[src/ffha_pkg.sv]
// ----------------------------------------------------------------------------
// ffha_pkg
// Shared types and constants for the first-fit heap allocator.
// ----------------------------------------------------------------------------
package ffha_pkg;

  localparam int REGION_SIZE = 4096;
  localparam int HEADER_SIZE = 8;
  localparam int ADDR_W      = $clog2(REGION_SIZE);
  localparam int OFF_W       = 13;
  localparam int SIZE_W      = 14;
  localparam int POS_W       = 14;

  localparam logic MODE_ALLOC = 1'b0;
  localparam logic MODE_FREE  = 1'b1;

  localparam logic [1:0] ST_OK        = 2'd0;
  localparam logic [1:0] ST_NO_SPACE  = 2'd1;
  localparam logic [1:0] ST_NOT_BLOCK = 2'd2;
  localparam logic [1:0] ST_RANGE     = 2'd3;

  typedef struct packed {
    logic              used;
    logic [SIZE_W-1:0] size;
  } hdr_t;

  localparam hdr_t HDR_RESET = '{used: 1'b0, size: SIZE_W'(REGION_SIZE - HEADER_SIZE)};

  typedef struct packed {
    logic             mode;
    logic [OFF_W-1:0] req_size;
    logic [OFF_W-1:0] free_offset;
  } in_item_t;

  typedef struct packed {
    logic [1:0]       status;
    logic [OFF_W-1:0] payload_offset;
  } out_item_t;

  typedef struct packed {
    logic              wr;
    logic              rd;
    logic [ADDR_W-1:0] addr;
    hdr_t              wdata;
  } mem_req_t;

endpackage

[src/ffha_engine.sv]
// ----------------------------------------------------------------------------
// ffha_engine
// Sequencer: walks the header chain through the header store and does the
// read-modify-write for allocate, split, free and merge.
// ----------------------------------------------------------------------------
module ffha_engine
  import ffha_pkg::*;
(
  input  logic      clk,
  input  logic      rst_n,
  input  logic      start,
  input  in_item_t  item,
  output logic      ready,
  output mem_req_t  mem_req,
  input  hdr_t      mem_rdata,
  output logic      done,
  output out_item_t result
);

  typedef enum logic [3:0] {
    S_IDLE,
    S_A_RD,
    S_A_CHK,
    S_A_SPLIT,
    S_F_RD,
    S_F_CHK,
    S_F_NRD,
    S_F_NCHK,
    S_F_WR,
    S_F_PWR
  } state_t;

  state_t            state_r, state_nxt;
  logic [POS_W-1:0]  cur_r, cur_nxt;
  logic [OFF_W-1:0]  req_r, req_nxt;
  logic [OFF_W-1:0]  p_r, p_nxt;
  logic [ADDR_W-1:0] prev_r, prev_nxt;
  logic              has_prev_r, has_prev_nxt;
  hdr_t              prev_hdr_r, prev_hdr_nxt;
  logic [SIZE_W-1:0] psize_r, psize_nxt;
  logic [POS_W-1:0]  nx_r, nx_nxt;
  logic [ADDR_W-1:0] sp_addr_r, sp_addr_nxt;
  logic [SIZE_W-1:0] sp_size_r, sp_size_nxt;

  logic [POS_W-1:0]  next_pos;
  logic [POS_W-1:0]  split_pos;
  logic              cur_end;

  assign next_pos  = cur_r + POS_W'(HEADER_SIZE) + POS_W'(mem_rdata.size);
  assign split_pos = cur_r + POS_W'(HEADER_SIZE) + POS_W'(req_r);
  assign cur_end   = cur_r >= POS_W'(REGION_SIZE);
  assign ready     = (state_r == S_IDLE);

  always_comb begin
    state_nxt    = state_r;
    cur_nxt      = cur_r;
    req_nxt      = req_r;
    p_nxt        = p_r;
    prev_nxt     = prev_r;
    has_prev_nxt = has_prev_r;
    prev_hdr_nxt = prev_hdr_r;
    psize_nxt    = psize_r;
    nx_nxt       = nx_r;
    sp_addr_nxt  = sp_addr_r;
    sp_size_nxt  = sp_size_r;
    mem_req      = '0;
    done         = 1'b0;
    result       = '0;

    unique case (state_r)
      S_IDLE: begin
        if (start) begin
          cur_nxt      = '0;
          has_prev_nxt = 1'b0;
          req_nxt      = item.req_size;
          p_nxt        = item.free_offset - OFF_W'(HEADER_SIZE);
          if (item.mode == MODE_ALLOC) begin
            state_nxt = S_A_RD;
          end else if (item.free_offset == '0 ||
                       item.free_offset >= OFF_W'(REGION_SIZE)) begin
            done          = 1'b1;
            result.status = ST_RANGE;
          end else if (item.free_offset < OFF_W'(HEADER_SIZE)) begin
            done          = 1'b1;
            result.status = ST_NOT_BLOCK;
          end else begin
            state_nxt = S_F_RD;
          end
        end
      end

      S_A_RD: begin
        if (cur_end) begin
          done          = 1'b1;
          result.status = ST_NO_SPACE;
          state_nxt     = S_IDLE;
        end else begin
          mem_req.rd   = 1'b1;
          mem_req.addr = cur_r[ADDR_W-1:0];
          state_nxt    = S_A_CHK;
        end
      end

      S_A_CHK: begin
        mem_req.addr = cur_r[ADDR_W-1:0];
        if (!mem_rdata.used &&
            mem_rdata.size >= SIZE_W'(req_r) + SIZE_W'(HEADER_SIZE + 1)) begin
          mem_req.wr    = 1'b1;
          mem_req.wdata = '{used: 1'b1, size: SIZE_W'(req_r)};
          sp_addr_nxt   = split_pos[ADDR_W-1:0];
          sp_size_nxt   = mem_rdata.size - SIZE_W'(req_r) - SIZE_W'(HEADER_SIZE);
          state_nxt     = S_A_SPLIT;
        end else if (!mem_rdata.used && mem_rdata.size >= SIZE_W'(req_r)) begin
          mem_req.wr            = 1'b1;
          mem_req.wdata         = '{used: 1'b1, size: mem_rdata.size};
          done                  = 1'b1;
          result.status         = ST_OK;
          result.payload_offset = OFF_W'(cur_r + POS_W'(HEADER_SIZE));
          state_nxt             = S_IDLE;
        end else begin
          cur_nxt   = next_pos;
          state_nxt = S_A_RD;
        end
      end

      S_A_SPLIT: begin
        mem_req.wr            = 1'b1;
        mem_req.addr          = sp_addr_r;
        mem_req.wdata         = '{used: 1'b0, size: sp_size_r};
        done                  = 1'b1;
        result.status         = ST_OK;
        result.payload_offset = OFF_W'(cur_r + POS_W'(HEADER_SIZE));
        state_nxt             = S_IDLE;
      end

      S_F_RD: begin
        if (cur_end || cur_r > POS_W'(p_r)) begin
          done          = 1'b1;
          result.status = ST_NOT_BLOCK;
          state_nxt     = S_IDLE;
        end else begin
          mem_req.rd   = 1'b1;
          mem_req.addr = cur_r[ADDR_W-1:0];
          state_nxt    = S_F_CHK;
        end
      end

      S_F_CHK: begin
        if (cur_r == POS_W'(p_r)) begin
          if (mem_rdata.used) begin
            psize_nxt = mem_rdata.size;
            nx_nxt    = next_pos;
            state_nxt = S_F_NRD;
          end else begin
            done          = 1'b1;
            result.status = ST_NOT_BLOCK;
            state_nxt     = S_IDLE;
          end
        end else begin
          prev_nxt     = cur_r[ADDR_W-1:0];
          prev_hdr_nxt = mem_rdata;
          has_prev_nxt = 1'b1;
          cur_nxt      = next_pos;
          state_nxt    = S_F_RD;
        end
      end

      S_F_NRD: begin
        if (nx_r < POS_W'(REGION_SIZE)) begin
          mem_req.rd   = 1'b1;
          mem_req.addr = nx_r[ADDR_W-1:0];
          state_nxt    = S_F_NCHK;
        end else begin
          state_nxt = S_F_WR;
        end
      end

      S_F_NCHK: begin
        if (!mem_rdata.used) begin
          psize_nxt = psize_r + SIZE_W'(HEADER_SIZE) + mem_rdata.size;
        end
        state_nxt = S_F_WR;
      end

      S_F_WR: begin
        mem_req.wr    = 1'b1;
        mem_req.addr  = p_r[ADDR_W-1:0];
        mem_req.wdata = '{used: 1'b0, size: psize_r};
        if (has_prev_r && !prev_hdr_r.used) begin
          state_nxt = S_F_PWR;
        end else begin
          done          = 1'b1;
          result.status = ST_OK;
          state_nxt     = S_IDLE;
        end
      end

      S_F_PWR: begin
        mem_req.wr    = 1'b1;
        mem_req.addr  = prev_r;
        mem_req.wdata = '{used: 1'b0,
                          size: prev_hdr_r.size + SIZE_W'(HEADER_SIZE) + psize_r};
        done          = 1'b1;
        result.status = ST_OK;
        state_nxt     = S_IDLE;
      end

      default: begin
        state_nxt = S_IDLE;
      end
    endcase
  end

  always_ff @(posedge clk) begin
    if (!rst_n) begin
      state_r <= S_IDLE;
    end else begin
      state_r <= state_nxt;
    end
    cur_r      <= cur_nxt;
    req_r      <= req_nxt;
    p_r        <= p_nxt;
    prev_r     <= prev_nxt;
    has_prev_r <= has_prev_nxt;
    prev_hdr_r <= prev_hdr_nxt;
    psize_r    <= psize_nxt;
    nx_r       <= nx_nxt;
    sp_addr_r  <= sp_addr_nxt;
    sp_size_r  <= sp_size_nxt;
  end

endmodule

[config.mk]
export PLATFORM = sky130hd
export DESIGN_NAME = ffha_engine
export DESIGN_NICKNAME = d
export VERILOG_FILES = /design/src/ffha_pkg.sv /design/src/ffha_engine.sv
export SDC_FILE = /design/constraint.sdc
export NUM_CORES = 1
export LEC_CHECK = 0
export ABC_AREA = 1
export BUFFER_PORTS_ARGS = -buffer_cell sky130_fd_sc_hd__buf_2
export CAP_MARGIN = 20
export CORE_ASPECT_RATIO = 0.6
export CORE_MARGIN = 5
export CORE_UTILIZATION = 50
export CTS_CLUSTER_SIZE = 16
export DETAILED_ROUTE_END_ITERATION = 7
export PLACE_DENSITY = 0.68
export SLEW_MARGIN = 40
export SYNTH_ARGS = -nofsm -noshare
export SYNTH_HDL_FRONTEND = slang
export SYNTH_SLANG_ARGS = --single-unit
[constraint.sdc]
create_clock -name clk -period 4.17 [get_ports clk]
set_input_delay 0.2085 -clock clk [delete_from_list [all_inputs] [get_ports clk]]
set_output_delay 0.2085 -clock clk [all_outputs]
set_load 0.05 [all_outputs]
Yosys cells after proc, flatten, opt, wreduce, memory -nomap -nowiden --
Index checks and enable logic that the tools add are counted.
Operators by class: $add $sub $neg 11, multiply operators 0, div/mod/pow operators 0, order comparisons 7, equal/unequal tests 19, shifts and indexed selects 0, mux-type cells 59, bitwise gates (word level) 1, reduce and logical (&&, ||, !) cells 22
Operators by type and width (count):
- two-way mux 14 bit | 7
- one-hot mux 12 bit (7 select lines) | 1
- two-way mux 13 bit | 5
- one-hot mux 15 bit (4 select lines) | 1
- adder 14 bit | 3
- adder 14 x 4 -> 14 bit (second input constant) | 3
- one-hot mux 14 bit (3 select lines) | 1
- two-way mux 4 bit | 8
- one-hot mux 4 bit (8 select lines) | 1
- two-way mux 15 bit | 2
- one-hot mux 14 bit (2 select lines) | 1
- one-hot mux 13 bit (2 select lines) | 1
- == test 4 x 3 -> 1 bit (second input constant) | 4
- two-way mux 1 bit | 16
- two-way mux 2 bit | 8
- adder 13 x 4 -> 14 bit (second input constant) | 1
- == test 14 x 13 -> 1 bit | 1
- greater-or-equal comparator 14 x 13 -> 1 bit | 1
- greater-or-equal comparator 14 x 13 -> 1 bit (second input constant) | 1
- greater-or-equal comparator 14 bit | 1
- > comparator 14 x 13 -> 1 bit | 1
- < comparator 14 x 13 -> 1 bit (second input constant) | 1
- inequality test 2 bit (second input constant) | 7
- subtractor 14 x 13 -> 14 bit | 1
- other kinds (28) | 42
Word-level totals: flip-flop bits (word level) 126, bits in latches 0, bits in writable memories 0, bits in read-only memories 0, input bits 45, output and inout port bits 46, logic and storage cells 131, memories 0

Longest topological paths before layout --
depth in word-level cells 6, gate-level depth with buffers 21

Worst setup path before layout --
Ideal clock, no wire load.
path kind flip-flop to flip-flop, start point register req_r[0], end point register cur_r[0] (enable), setup time 0.383 ns, data arrival time 3.490 ns, path slack 0.296 ns, cell stages (with the launch flop) 21, buffers on the path 0, period minus slack after synthesis 3.874 ns, cell sequence edfxtp_1 ha_1 a21oi_1 nor2_1 nand2_1 nor2_1 nand3_1 nor3_1 xor2_1 inv_1 ha_1 nand2_1 nor2_1 nor3b_2 nand2_1 nand3_2 nand2_2 inv_4 nand2_4 nand2_1 nor3_2
On the way: cells in the longest elaborated chain, start to end 5
RTL lines:
- start, declared | RTL line ffha_engine.sv:35 | logic [OFF_W-1:0] req_r, req_nxt;
- start signal, assigned | RTL line ffha_engine.sv:221 | req_r <= req_nxt;
- adder 13 x 4 -> 14 bit | RTL line ffha_engine.sv:107 | mem_rdata.size >= SIZE_W'(req_r) + SIZE_W'(HEADER_SIZE + 1)) begin
- greater-or-equal comparator 14 bit | RTL line ffha_engine.sv:107
- logical AND 1 bit | RTL line ffha_engine.sv:106 | if (!mem_rdata.used &&
- inequality test 2 bit (no source line)
- AND reduction 5 bit (no source line) (*)
- end signal, assigned | RTL line ffha_engine.sv:220 | cur_r <= cur_nxt;
- end, declared | RTL line ffha_engine.sv:34 | logic [POS_W-1:0] cur_r, cur_nxt;
Every way passes the cells marked *; elsewhere a longest branch is shown, timed or not. A chain may end at the register's enable or synchronous reset.

==> reports/results.ini <==
[floorplan]
dieArea_um2 = 24000
rows = 41
start_util = 0.503
fp.dieH_um = 122
io_pins = 91
coreArea_um2 = 20800
die_w_um = 197

[timing]
tightest_slew_ps = 796
post-route-period-util = 0.962
minimum_clock_period_after_layout_ps = 4010
finalHoldViolCount = 0
layout_setup_ws_ps = 159
fin_skew_ps = 11.8
slew_viol_final = 0
max-slew-margin-rel = 0.468
max_clk_rate_mhz = 249
report.final.setup_viol = 0

[final_layout]
layout-drive-gt1-share = 0.141
diodes = 0
num-nets-final = 1577
fillers = 1872
final_design_area_no_fill_um2 = 12200
area_growth_syn_to_layout_pct = 16.6

[critical_path]
critPathLaunchType = register
cells_along_the_critical_path = ha_2, a21oi_1, nor2_1, nand2_1, nor2_2, nand3_2, nor3_2, xor2_1, inv_1, ha_1, nand2_2, o21ai_0, a21oi_2, nand3_4, nor2_8, nor2_4, buf_6, nor2_1, buf_2
cp-startpoint = req_r[0]$_DFFE_PP_
cp_top_family = simple AND/OR/NAND/NOR gates
setup.worst_path.end_class = output port
timing.critical_path.slowest_stage_cell = edfxtp_1
critical_path_peak_fanout = 14
reg2reg_from = req_r[0]$_DFFE_PP_
critical_path_class = register to output port
timing.critical_path.slowest_cell_delay_ps = 430
critPathArrivalTime_ps = 3800
worstPathBufferInverterCount = 3
worst_path_most_repeated_cell = nor2_1
worst-endpoint-required_ps = 3960

[drt]
post_drt_wl_per_cell_um = 19.7
antenna_violating_nets_post_route = 0
drt_wl_total_um = 33000
post-route-drc-count = 0
route.vias.total = 9333
drt_iter0_markers = 1070
drtPass1Iterations = 5
vias_per_cell = 5.56

[min_path]
hold_path_class = primary input to register
hold_sp = mem_rdata[0]

[cts]
cts_root_buffer = clkbuf_16
cts.sinks = 126
clk_pin_slew_ps = 60
tritoncts = yes
tritoncts.num_buffers = 17
clock_tree.buffer_depth = 2
htree_num_levels = 4
clock_latency_ps = 440

[logic_synthesis]
ys_ff_latch = 126
top_cells_by_area_synth = edfxtp_1 35%, ha_1 17%, nand2_1 9.7%
mean_cell_area_of_the_mapped_netlist_um2 = 8.35
synth.net_count = 1442
yosys.cell_count.top_type = nand2_1
yosys-top-cells-count = 269 x nand2_1, 207 x inv_1, 139 x ha_1
post-synth-top-area-cell = edfxtp_1
yosys_most_used_dff = edfxtp_1
synth-async-reset-ratio = 0
synth_cells = 1252
synthDistinctLibCells = 49
yosys.area.top_type_share = 0.351
synth_area_um2 = 10500
yosysWarningCount = 0
synth_edf_count = 122
synth_seq_area_share = 0.358

[global_routing]
antenna_violations_before_repair = 0
grt_use_met2 = 0.349
grt_pass1_wl_um = 50300
grt_start_max_net_pins = 29
grt_pass1_vias = 8643
global_route.usage.met3 = 0.0843
overflow = 0
grt_busiest_layer = met1
met1_usage = 0.449
grt_resource_usage_total = 0.277

[place]
placement.setup.worst_slack_ps = 409
gp_routability_congestion = 0.998
place.port_buffers = 90
hpwl_reported_at_the_end_of_detailed_placement_um = 26100
place_area_um2 = 11300

[status]
status = complete, no violations

[power]
vdd_ir_drop_max_uv = 316
leakage_nw = 5.86
power-per-cell-area_nw_per_um2 = 340
total_power_w = 0.00415

[job]
max_cap_violations = 0

[sequential cells by signal, indices dropped and copies added (netlist names)]
name and count:
state_r 4, has_prev_r 1, prev_hdr_r 15, cur_r 14, psize_r 14, sp_addr_r 12, req_r 13, p_r 13
sp_size_r 14, nx_r 14, prev_r 12
[metal layers]
layer	vias up	part of all wire
met5	-	0
li1	4475	-
met1	4340	0.50
met4	0	0.011
met3	27	0.13
met2	491	0.36
[power breakdown]
part           total [W]  leakage [nW]  internal [W]  switching, W
Sequential       0.00154          1.16       0.00149     0.0000540
Clock            0.00147         0.272      0.000827      0.000639
Combinational    0.00114          4.43      0.000387      0.000753
[worst paths after layout]
kind | slack, ps | endpoint | cells past startpoint
min reg2reg | 580 | prev_r[4]$_DFFE_PP_ | 0
max reg2reg | 500 | cur_r[7]$_SDFFCE_PN0P_ | 20
max | 160 | result[12] | 19
min | 70 | prev_hdr_r[0]$_DFFE_PP_ | 1
[stage by stage]
stage / hold WS [ps] / cells / TNS, ps / util
after global placement: 387 / 1621 / 0 / 0.543
after floorplan: 307 / 1252 / 0 / -
after global routing: 58.0 / 1679 / -121 / 0.587
after detailed placement: 387 / 1622 / 0 / 0.544
after CTS: 48.5 / 1673 / 0 / 0.580
final: 66.0 / 1679 / 0 / 0.587
[cell type report]
class	instances	area [um^2]	area share
clock buffer	17	425	0.0349
clock inverter	15	135	0.0111
inverter	214	821	0.0673
multi-input combinational	897	5880	0.482
sequential	126	3740	0.307
tap	279	349	0.0286
timing repair buffer	131	838	0.0688
[cell usage in the layout, fill, tap and decap left out, types with 10 or more instances in the layout]
| master | instances |
|---|---|
| nand2_1 | 268 |
| inv_1 | 207 |
| ha_1 | 138 |
| edfxtp_1 | 122 |
| nor2_1 | 88 |
| buf_2 | 83 |
| nand3_1 | 64 |
| a21oi_1 | 63 |
| xor2_1 | 52 |
| o21ai_0 | 50 |
| buf_4 | 27 |
| xnor2_1 | 19 |
| nor2_2 | 19 |
| nor3_1 | 17 |
| clkbuf_16 | 17 |
| dlygate4sd3_1 | 17 |
| nand4_1 | 15 |
| a221oi_1 | 14 |
| o21bai_1 | 12 |
| a22o_1 | 10 |
[what timing repair did]
item | CTS | global route
endpoints found under the hold margin | 17 | 0
resized for setup | 1 | 30
buffers inserted | 2 | 6
hold buffers | 17 | 0
setup endpoints to repair | 4 | 30
pin swaps | 1 | 9
[cells by family after synthesis]
kind of cell               synth area share
xor gates and xnor gates             0.0595
and+or+nand+nor                       0.215
adders and majority gates             0.178
AOI/OAI and AO/OA                     0.103
DFF                                   0.358
buffers and inverters                0.0862
Power figures use the tool's default switching activity.
